===== config.mk =====
export PLATFORM = sky130hd
export DESIGN_NAME = one_shot_timer_bank_core
export DESIGN_NICKNAME = d
export VERILOG_FILES = /design/src/otb_pkg.sv /design/src/otb_ctrl.sv /design/src/otb_datapath.sv /design/src/one_shot_timer_bank_core.sv
export SDC_FILE = /design/constraint.sdc
export NUM_CORES = 1
export LEC_CHECK = 0
export BUFFER_PORTS_ARGS = -buffer_cell sky130_fd_sc_hd__buf_2
export CAP_MARGIN = 20
export CORE_ASPECT_RATIO = 0.7
export CORE_MARGIN = 2
export CORE_UTILIZATION = 40
export CTS_CLUSTER_DIAMETER = 30
export DETAILED_ROUTE_END_ITERATION = 7
export PLACE_DENSITY = 0.6
export SLEW_MARGIN = 20
export SYNTH_ARGS = -nofsm -noshare
export SYNTH_HDL_FRONTEND = slang
export SYNTH_HIERARCHICAL = 1
export SYNTH_SLANG_ARGS = --single-unit

===== constraint.sdc =====
create_clock -name aclk -period 6.92 [get_ports aclk]
set_clock_uncertainty 0.2 [all_clocks]
set_input_delay 0.346 -clock aclk [delete_from_list [all_inputs] [get_ports aclk]]
set_output_delay 0.346 -clock aclk [all_outputs]
set_load 0.05 [all_outputs]

===== src/otb_pkg.sv =====
// Shared types and codes for the one-shot timer bank.
`default_nettype none

package otb_pkg;

    // Request codes carried on the input channel.
    typedef enum logic [1:0] {
        REQ_TICK  = 2'd0,
        REQ_START = 2'd1,
        REQ_STOP  = 2'd2,
        REQ_NONE  = 2'd3
    } req_t;

    // Controller states.
    typedef enum logic [2:0] {
        ST_IDLE,
        ST_APPLY,
        ST_TICK,
        ST_DRAIN,
        ST_DONE
    } state_t;

    // Commands from the controller to the datapath.
    typedef struct packed {
        logic capture;
        logic apply;
        logic sweep_rd;
        logic load_out;
    } ctrl_cmd_t;

    // Status from the datapath to the controller.
    typedef struct packed {
        logic in_is_tick;
        logic out_free;
    } ctrl_sts_t;

    localparam int unsigned REQ_W    = 2;
    localparam int unsigned INDEX_W  = 4;
    localparam int unsigned DUR_W    = 32;
    localparam int unsigned FLAGS_W  = 16;

endpackage

`default_nettype wire


===== src/otb_ctrl.sv =====
// Controller state machine that sequences requests and the tick sweep.
`default_nettype none

module otb_ctrl #(
    parameter int unsigned NUM_TIMERS = 16,
    parameter int unsigned IDX_W      = 4
) (
    input  wire logic              aclk,
    input  wire logic              aresetn,
    input  wire logic              s_valid,
    output logic                   s_ready,
    input  otb_pkg::ctrl_sts_t     sts,
    output otb_pkg::ctrl_cmd_t     cmd,
    output logic [IDX_W-1:0]       sweep_addr
);
    import otb_pkg::*;

    state_t           state_reg, state_next;
    logic [IDX_W-1:0] cnt_reg, cnt_next;
    logic             cnt_last;

    assign cnt_last   = (cnt_reg == IDX_W'(NUM_TIMERS - 1));
    assign sweep_addr = cnt_reg;

    // State and sweep counter registers.
    always_ff @(posedge aclk) begin
        if (!aresetn) begin
            state_reg <= ST_IDLE;
            cnt_reg   <= '0;
        end else begin
            state_reg <= state_next;
            cnt_reg   <= cnt_next;
        end
    end

    // Next-state logic.
    always_comb begin
        state_next = state_reg;
        cnt_next   = cnt_reg;
        case (state_reg)
            ST_IDLE: begin
                cnt_next = '0;
                if (s_valid) begin
                    state_next = sts.in_is_tick ? ST_TICK : ST_APPLY;
                end
            end
            ST_APPLY: begin
                state_next = ST_DONE;
            end
            ST_TICK: begin
                if (cnt_last) begin
                    state_next = ST_DRAIN;
                end else begin
                    cnt_next = cnt_reg + 1'b1;
                end
            end
            ST_DRAIN: begin
                state_next = ST_DONE;
            end
            ST_DONE: begin
                if (sts.out_free) begin
                    state_next = ST_IDLE;
                end
            end
            default: begin
                state_next = ST_IDLE;
            end
        endcase
    end

    // Output decode.
    always_comb begin
        s_ready      = 1'b0;
        cmd          = '0;
        case (state_reg)
            ST_IDLE: begin
                s_ready     = 1'b1;
                cmd.capture = s_valid;
            end
            ST_APPLY: begin
                cmd.apply = 1'b1;
            end
            ST_TICK: begin
                cmd.sweep_rd = 1'b1;
            end
            ST_DRAIN: begin
                cmd = '0;
            end
            ST_DONE: begin
                cmd.load_out = sts.out_free;
            end
            default: begin
                cmd = '0;
            end
        endcase
    end

endmodule

`default_nettype wire


===== src/otb_datapath.sv =====
// Timer state, duration and elapsed memories, tick update and result register.
`default_nettype none

module otb_datapath #(
    parameter int unsigned NUM_TIMERS = 16,
    parameter int unsigned COUNT_BITS = 32,
    parameter int unsigned IDX_W      = 4
) (
    input  wire logic                          aclk,
    input  wire logic                          aresetn,
    input  otb_pkg::ctrl_cmd_t                 cmd,
    output otb_pkg::ctrl_sts_t                 sts,
    input  wire logic [IDX_W-1:0]              sweep_addr,
    input  wire logic [otb_pkg::REQ_W-1:0]     s_req_type,
    input  wire logic [otb_pkg::INDEX_W-1:0]   s_timer_index,
    input  wire logic [otb_pkg::DUR_W-1:0]     s_duration_ms,
    output logic                               m_valid,
    input  wire logic                          m_ready,
    output logic [otb_pkg::FLAGS_W-1:0]        m_timeout_flags,
    output logic [otb_pkg::FLAGS_W-1:0]        m_running_flags,
    output logic                               m_selected_timeout
);
    import otb_pkg::*;

    localparam int unsigned XW = (IDX_W > INDEX_W) ? IDX_W : INDEX_W;

    // Captured request.
    req_t                 req_reg;
    logic [INDEX_W-1:0]   idx_reg;
    logic [COUNT_BITS-1:0] dur_reg;

    // Per-timer flags.
    logic [NUM_TIMERS-1:0] running_reg, running_next;
    logic [NUM_TIMERS-1:0] expired_reg, expired_next;

    // Memories and their registered read data.
    logic [COUNT_BITS-1:0] duration_mem [NUM_TIMERS];
    logic [COUNT_BITS-1:0] elapsed_mem  [NUM_TIMERS];
    logic [COUNT_BITS-1:0] dur_rd_reg;
    logic [COUNT_BITS-1:0] el_rd_reg;

    // Update stage of the tick sweep.
    logic                  upd_vld_reg;
    logic [IDX_W-1:0]      upd_idx_reg;

    // Output register.
    logic                  m_valid_reg;
    logic [FLAGS_W-1:0]    tflags_reg;
    logic [FLAGS_W-1:0]    rflags_reg;
    logic                  sel_reg;

    logic [XW-1:0]         idx_ext;
    logic [IDX_W-1:0]      idx_addr;
    logic                  idx_ok;
    logic                  do_start;
    logic                  do_stop;
    logic                  upd_hit;
    logic                  el_we;
    logic [IDX_W-1:0]      el_waddr;
    logic [COUNT_BITS-1:0] el_wdata;
    logic [FLAGS_W-1:0]    tmap;
    logic [FLAGS_W-1:0]    rmap;

    assign idx_ext  = XW'(idx_reg);
    assign idx_addr = idx_ext[IDX_W-1:0];
    assign idx_ok   = ({4'b0, idx_reg} < 8'(NUM_TIMERS));
    assign do_start = cmd.apply && (req_reg == REQ_START) && idx_ok;
    assign do_stop  = cmd.apply && (req_reg == REQ_STOP) && idx_ok;

    assign sts.in_is_tick = (req_t'(s_req_type) == REQ_TICK);
    assign sts.out_free   = !m_valid_reg || m_ready;

    // Capture the accepted request.
    always_ff @(posedge aclk) begin
        if (cmd.capture) begin
            req_reg <= req_t'(s_req_type);
            idx_reg <= s_timer_index;
            dur_reg <= s_duration_ms[COUNT_BITS-1:0];
        end
    end

    // A swept timer whose count reached its duration expires; otherwise it counts.
    assign upd_hit = upd_vld_reg && running_reg[upd_idx_reg] && (dur_rd_reg > el_rd_reg);

    // Elapsed memory write port: start clears, the sweep increments.
    always_comb begin
        el_we    = 1'b0;
        el_waddr = idx_addr;
        el_wdata = '0;
        if (do_start) begin
            el_we = 1'b1;
        end else if (upd_hit) begin
            el_we    = 1'b1;
            el_waddr = upd_idx_reg;
            el_wdata = el_rd_reg + 1'b1;
        end
    end

    // Memories with registered read at the sweep address.
    always_ff @(posedge aclk) begin
        if (do_start) begin
            duration_mem[idx_addr] <= dur_reg;
        end
        if (el_we) begin
            elapsed_mem[el_waddr] <= el_wdata;
        end
        dur_rd_reg <= duration_mem[sweep_addr];
        el_rd_reg  <= elapsed_mem[sweep_addr];
    end

    // Flag updates from start, stop and the sweep.
    always_comb begin
        running_next = running_reg;
        expired_next = expired_reg;
        if (do_start) begin
            running_next[idx_addr] = 1'b1;
            expired_next[idx_addr] = 1'b0;
        end else if (do_stop) begin
            running_next[idx_addr] = 1'b0;
            expired_next[idx_addr] = 1'b0;
        end else if (upd_vld_reg) begin
            if (!running_reg[upd_idx_reg]) begin
                expired_next[upd_idx_reg] = 1'b0;
            end else if (!upd_hit) begin
                expired_next[upd_idx_reg] = 1'b1;
            end
        end
    end

    // Flag and sweep pipeline registers.
    always_ff @(posedge aclk) begin
        if (!aresetn) begin
            running_reg <= '0;
            expired_reg <= '0;
            upd_vld_reg <= 1'b0;
        end else begin
            running_reg <= running_next;
            expired_reg <= expired_next;
            upd_vld_reg <= cmd.sweep_rd;
        end
    end

    always_ff @(posedge aclk) begin
        upd_idx_reg <= sweep_addr;
    end

    // Bitmaps of the first sixteen timers.
    for (genvar b = 0; b < FLAGS_W; b++) begin : g_map
        if (b < NUM_TIMERS) begin : g_on
            assign tmap[b] = expired_reg[b];
            assign rmap[b] = running_reg[b];
        end else begin : g_off
            assign tmap[b] = 1'b0;
            assign rmap[b] = 1'b0;
        end
    end

    // Output register.
    always_ff @(posedge aclk) begin
        if (!aresetn) begin
            m_valid_reg <= 1'b0;
        end else if (cmd.load_out) begin
            m_valid_reg <= 1'b1;
        end else if (m_ready) begin
            m_valid_reg <= 1'b0;
        end
    end

    always_ff @(posedge aclk) begin
        if (cmd.load_out) begin
            tflags_reg <= tmap;
            rflags_reg <= rmap;
            sel_reg    <= idx_ok && expired_reg[idx_addr];
        end
    end

    assign m_valid            = m_valid_reg;
    assign m_timeout_flags    = tflags_reg;
    assign m_running_flags    = rflags_reg;
    assign m_selected_timeout = sel_reg;

endmodule

`default_nettype wire


===== src/one_shot_timer_bank_core.sv =====
// Top level of the one-shot timer bank: controller plus datapath.
// A start or stop request passes through the apply and done states before its result
// is loaded into the output register; a tick request passes through the sweep, which
// reads and updates one timer entry per cycle through the elapsed memory port, then drain and done.
// A new request is taken only once the last result is loaded, so the block holds off requests
// while a result waits for m_ready. Reset: aresetn (synchronous, active low) clears all flags.
`default_nettype none

module one_shot_timer_bank_core #(
    parameter int unsigned NUM_TIMERS = 16,
    parameter int unsigned COUNT_BITS = 32
) (
    input  wire logic                          aclk,
    input  wire logic                          aresetn,
    input  wire logic                          s_valid,
    output logic                               s_ready,
    input  wire logic [otb_pkg::REQ_W-1:0]     s_req_type,
    input  wire logic [otb_pkg::INDEX_W-1:0]   s_timer_index,
    input  wire logic [otb_pkg::DUR_W-1:0]     s_duration_ms,
    output logic                               m_valid,
    input  wire logic                          m_ready,
    output logic [otb_pkg::FLAGS_W-1:0]        m_timeout_flags,
    output logic [otb_pkg::FLAGS_W-1:0]        m_running_flags,
    output logic                               m_selected_timeout
);
    import otb_pkg::*;

    localparam int unsigned IDX_W = (NUM_TIMERS > 1) ? $clog2(NUM_TIMERS) : 1;

    ctrl_cmd_t        cmd;
    ctrl_sts_t        sts;
    logic [IDX_W-1:0] sweep_addr;

    otb_ctrl #(
        .NUM_TIMERS (NUM_TIMERS),
        .IDX_W      (IDX_W)
    ) u_ctrl (
        .aclk       (aclk),
        .aresetn    (aresetn),
        .s_valid    (s_valid),
        .s_ready    (s_ready),
        .sts        (sts),
        .cmd        (cmd),
        .sweep_addr (sweep_addr)
    );

    otb_datapath #(
        .NUM_TIMERS (NUM_TIMERS),
        .COUNT_BITS (COUNT_BITS),
        .IDX_W      (IDX_W)
    ) u_dp (
        .aclk               (aclk),
        .aresetn            (aresetn),
        .cmd                (cmd),
        .sts                (sts),
        .sweep_addr         (sweep_addr),
        .s_req_type         (s_req_type),
        .s_timer_index      (s_timer_index),
        .s_duration_ms      (s_duration_ms),
        .m_valid            (m_valid),
        .m_ready            (m_ready),
        .m_timeout_flags    (m_timeout_flags),
        .m_running_flags    (m_running_flags),
        .m_selected_timeout (m_selected_timeout)
    );

endmodule

`default_nettype wire


==> impl_metrics.tcl, run 1 <==
set metrics [dict create \
    synth_cell_type_count 57 \
    clockPowerShare_pct 51.0 \
    clock_path_buffers 3 \
    grt_pass1_wl_um 156000 \
    min_path_type "in -> reg" \
    status "completed" \
    via_per_inst 5.57 \
    grt_max_degree 125 \
    synth_edf_count 1095 \
    hold_violations 0 \
    antenna_found_initial 3 \
    ys_seq_area_share_pct 76.5 \
    fin_tns_setup_ns 0 \
    fillers 9041 \
    p_switching_w 0.00365 \
    hpwl_um 57300 \
    swShare_pct 21.4 \
    numPortBuffers 76 \
    pwr-share-comb_pct 1.7 \
    ctsHtreeMaxLevel 4 \
    period_share_pct 69.7 \
    cts.sinks 1204 \
    cts-root-buf "clkbuf_16" \
    setup_viol 0 \
    arrival_ns 5.09 \
    num_io_pins 77 \
    drt_iter0_drc 2453 \
    r2r_start "u_dp/el_rd_reg[26]" \
    dr.pass1.iters 6 \
    netlist_area_um2 45900 \
    final_cell_mix "1095 x edfxtp_1, 327 x mux4_2, 175 x clkbuf_16" \
    fp.dieW_um 409 \
    layout_commonest_cell "edfxtp_1" \
    drv_slew 0 \
    track_usage_pct 18.3 \
    start_util_pct 40.5 \
    rows 103 \
    syn-instance-count 2089 \
    cp-startpoint "u_dp/el_rd_reg[26]" \
    hp-start "s_duration_ms[19]" \
    tritoncts "done" \
    p_int_w 0.0134 \
    place_ws_ns 2.27 \
    cts_buffers 170 \
    fin_nets 2397 \
    gp_congestion 0.841 \
    cp-end-kind "flop" \
    ys_ff_latch 1204 \
    power.share.sequential_pct 47.3 \
    critPathLaunchType "flop" \
    core_area_um2 113000 \
    num_vias 22200 \
    insertion_delay_ns 0.79 \
    period_needed_ns 4.83 \
    grt_pass1_vias 22700 \
    clock.fmax_ghz 0.207 \
    routed_wl_um 106000 \
    cts_resized 0 \
    ant_nets 0 \
    vdd_drop_max_mv 0.209 \
    wire_per_inst_um 26.7 \
    dieArea_um2 117000 \
    avgSynthCellArea_um2 22.0 \
    grt-ovfl-total 0 \
    power_w 0.0170 \
    cts.clk_slew.worst_paths_ns 0.05 \
    worst_pin_slew_ns 1.10 \
    worst_slack_ns 2.09 \
    ys.flop_type "edfxtp_1" \
    syn_nets 2165 \
    drc 0 \
    rsz0062_at_grt "false" \
    drive_gt1_share_pct 32.8 \
    crit_required_ns 7.18 \
    max_slew_margin_pct 26.5 \
    reg_top3 "u_dp/duration_mem (512), u_dp/elapsed_mem (512)" \
    path_max_fanout 48 \
    powerDensity_nw_per_um2 312 \
    area_delta_synth_final_pct 19.1 \
    die_h_um 287 \
    drv_cap 0 \
    worstSetupPathType "reg -> reg" \
    power_leakage_nw 18.7 \
    async_flop_share_pct 0 \
    ys_warn_count 6 \
]
worst paths after layout:
check / endpoint / slack, ns / cells after the start
hold / removal: u_dp/dur_reg[19] / 0.07 / 2
hold reg to reg: u_dp/m_running_flags[3] / 0.22 / 0
setup / recovery: u_dp/elapsed_mem[11][9] / 2.09 / 8
setup reg to reg: u_dp/elapsed_mem[11][9] / 2.09 / 8
area by class of cell:
| class | count | area [um2] | area share [%] |
|---|---|---|---|
| Antenna cell | 1 | 2.50 | 0.00458 |
| Inverter | 53 | 199 | 0.364 |
| Sequential cell | 1204 | 35100 | 64.2 |
| Multi-Input combinational cell | 727 | 10400 | 19.0 |
| Clock inverter | 128 | 1400 | 2.56 |
| Tap cell | 1522 | 1900 | 3.49 |
| Timing Repair Buffer | 165 | 1210 | 2.22 |
| Clock buffer | 190 | 4470 | 8.17 |
Yosys cell counts (2+ instances only):
master / n / area, um2
or3_1: 3 / 18.8
xnor2_1: 30 / 263
mux4_1: 2 / 52.6
o2bb2ai_1: 9 / 78.8
mux4_2: 327 / 7360
nor2b_1: 14 / 87.6
nand3_2: 2 / 20.0
nand3_1: 37 / 185
clkbuf_1: 58 / 218
buf_1: 7 / 26.3
and4_1: 2 / 17.5
inv_1: 53 / 199
nor4_2: 3 / 37.5
buf_6: 4 / 45.0
and2_1: 4 / 25.0
and3_1: 7 / 43.8
o21ai_0: 33 / 165
o2111ai_1: 9 / 78.8
o22ai_1: 9 / 56.3
a21boi_0: 17 / 128
nor2_1: 48 / 180
buf_2: 36 / 180
edfxtp_1: 1095 / 32900
a21oi_1: 14 / 70.1
ha_1: 34 / 425
nor3_1: 12 / 60.1
o21a_1: 7 / 52.6
dfxtp_1: 109 / 2180
nand2_1: 34 / 128
o211ai_1: 8 / 60.1
nand4_1: 16 / 100
or2_2: 7 / 43.8
o211a_1: 15 / 150
routing by layer:
layer | global-route usage [%] | vias up | share of wire, %
met5 | 0 | - | 0.012
li1 | - | 9265 | -
met2 | 28.2 | 921 | 47
met1 | 26.3 | 11900 | 44
met4 | 6.34 | 2 | 2.2
met3 | 3.65 | 178 | 7.3
per-stage QoR:
| stage | hold slack [ns] | utilization (%) | std cells | instance area, um2 |
|---|---|---|---|---|
| floorplan | 0.182 | - | 2089 | 45900 |
| global placement | 0.254 | 42.6 | 3625 | 48300 |
| detailed placement | 0.245 | 42.6 | 3626 | 48300 |
| CTS | 0.0248 | 48.2 | 3987 | 54600 |
| global route | 0.0635 | 48.2 | 3990 | 54600 |
| finish | 0.0726 | 48.2 | 3990 | 54600 |
logic make-up (layout without fill, tap and decap cells):
logic type | after synthesis | after routing | synth area share [%]
buf+inv | 158 | 536 | 1.46
other cells | 0 | 1 | 0
flops | 1204 | 1204 | 76.5
fa+ha+maj | 34 | 34 | 0.928
compound gates | 133 | 133 | 2.09
xor+xnor | 30 | 30 | 0.573
simple gates | 201 | 201 | 2.32
mux | 329 | 329 | 16.2
power by group through the flow:
stage | Clock (W) | Combinational (W) | Sequential [W]
after floorplan | 0 | 0.000166 | 0.00819
after global placement | 0 | 0.000266 | 0.00819
after detailed placement | 0 | 0.000268 | 0.00820
after CTS | 0.00884 | 0.000288 | 0.00805
after global routing | 0.00917 | 0.000304 | 0.00806
final | 0.00868 | 0.000284 | 0.00805
critical path, cell delays in order, from the launching register on:
cell and delay, ns:
dfxtp_1 0.37, inv_1 0.10, ha_1 0.30, nand4_1 0.20, nor4_2 0.76, a21oi_4 0.30, or3_4 0.84, o21ai_4 1.00
buf_4 0.37
repair_timing:
action                    4_1_cts  5_1_grt
setup buffers                   0        0
hold endpoints to repair       69        0
hold buffers                   43        0
(Power assumes the default switching activity.)
==> run 2: changes to the inputs <==
==> constraint.sdc (replaced) <==
create_clock -name aclk -period 4.85 [get_ports aclk]
set_clock_uncertainty 0.2 [all_clocks]
set_input_delay 0.2425 -clock aclk [delete_from_list [all_inputs] [get_ports aclk]]
set_output_delay 0.2425 -clock aclk [all_outputs]
set_load 0.05 [all_outputs]
==> impl_metrics.tcl, run 2 (synthesized netlist as in run 1, its figures left out) <==
set metrics [dict create \
    status "completed" \
    cp_cell_sequence "inv_1 > ha_1 > nand4_1 > nor4_2 > a21oi_4 > or3_4 > buf_4 > o21ai_4 > buf_4" \
    drc 0 \
    power_leakage_nw 18.8 \
    grt_pass1_wl_um 156000 \
    ant_nets 0 \
    fin_util_pct 48.5 \
    drt_iter0_drc 2487 \
    slowest_stage "nor4_2" \
    via_per_inst 5.54 \
    numPortBuffers 76 \
    worst_slack_ns 0.608 \
    hpwl_um 59800 \
    crit_required_ns 5.04 \
    arrival_ns 4.43 \
    cts-root-buf "clkbuf_16" \
    reg_top3 "u_dp/duration_mem (512), u_dp/elapsed_mem (512)" \
    min_path_type "in -> reg" \
    core_area_um2 113000 \
    grt-ovfl-total 0 \
    grt_pass1_vias 22700 \
    area_delta_synth_final_pct 19.7 \
    rsz0062_at_grt "false" \
    grt_max_degree 76 \
    rows 103 \
    stdcell_count 4030 \
    finalHoldWorstSlack_ns 0.0437 \
    crit_path_frequent_cell "buf_4" \
    ctsHoldBuffers 78 \
    worstSetupPathType "reg -> reg" \
    dp.cells 3648 \
    fin_nets 2442 \
    tritoncts "done" \
    layout_commonest_cell "edfxtp_1" \
    max_slew_margin_pct 34.7 \
    path_max_fanout 32 \
    setup_viol 0 \
    crit_family "simple AND/OR/NAND/NOR gates" \
    ctsHtreeMaxLevel 4 \
    num_io_pins 77 \
    place_ws_ns 0.657 \
    cp-end-kind "flop" \
    routed_wl_um 107000 \
    cts_buffers 160 \
    num_vias 22300 \
    track_usage_pct 18.3 \
    crit_buf_inv 3 \
    period_needed_ns 4.24 \
    cts_setup_buffers 0 \
    fin_area_um2 54900 \
    drv_slew 0 \
    clock_path_buffers 3 \
    die_h_um 287 \
    clock.fmax_ghz 0.236 \
    max_stage_delay_ns 0.67 \
    hold_violations 0 \
    dr.pass1.iters 5 \
    antenna_found_initial 2 \
    powerDensity_nw_per_um2 436 \
    dieArea_um2 117000 \
    dpl-instance-area_um2 48500 \
    drive_gt1_share_pct 31.9 \
    drv_cap 0 \
    critPathLaunchType "flop" \
    vdd_drop_max_mv 0.306 \
    wire_per_inst_um 26.5 \
    cts.clk_slew.worst_paths_ns 0.06 \
    reg2reg_slack_ns 0.61 \
    insertion_delay_ns 0.77 \
    start_util_pct 40.5 \
    worst_pin_slew_ns 0.975 \
    gp_congestion 0.894 \
    fp.dieW_um 409 \
    cts_resized 0 \
    period_share_pct 87.5 \
    cts.sinks 1204 \
    final_cell_mix "1095 x edfxtp_1, 327 x mux4_2, 164 x clkbuf_16" \
]
run 2: cell types whose count changed in the layout (fill, tap and decap cells not counted), sizes merged:
| cell | change |
|---|---|
| clkinvlp | -2 |
| buf | +20 |
| clkinv | -10 |
| clkbuf | -7 |
| diode | +2 |
| bufinv | +3 |
| inv | -1 |
| dlygate4sd3 | +35 |
run 2: area by class of cell:
type,instances,area (um2)
clock inverters,118,1400
well taps,1522,1900
diodes,3,7.51
clock buffers,183,4200
fillers,9061,58400
multi-input cells,727,10300
repair buffers,220,1790
inverters,53,199
flip-flops and latches,1204,35100
run 2: path summary, 6_finish.rpt:
path | to | from | cells after the start
setup / recovery | u_dp/elapsed_mem[3][22] | u_dp/el_rd_reg[26] | 9
hold reg to reg | u_dp/m_running_flags[0] | flop | 0
setup reg to reg | u_dp/elapsed_mem[3][22] | u_dp/el_rd_reg[26] | 9
hold / removal | u_dp/dur_reg[15] | s_duration_ms[15] | 2
run 2: metrics by stage:
step	total power [W]	setup TNS, ns
detailed placement	0.0121	0
finish	0.0239	0
global route	0.0246	0
CTS	0.0242	0
global placement	0.0121	0
floorplan	0.0119	-24.35
run 2: power breakdown:
part,total [W],switching [W],internal (W)
sequential,0.0115,0.000127,0.0114
clock,0.0120,0.00470,0.00730
combinational,0.000438,0.000254,0.000184
run 2: routing by layer:
layer | share of wire (%) | global-route usage [%] | routed length [um] | vias to the layer above
li1 | - | - | - | 9350
met1 | 45 | 26.9 | 48000 | 11900
met2 | 46 | 27.8 | 49200 | 883
met3 | 7.0 | 3.66 | 7520 | 168
met4 | 2.1 | 5.60 | 2220 | 2
met5 | 0.0065 | 0 | 7 | -
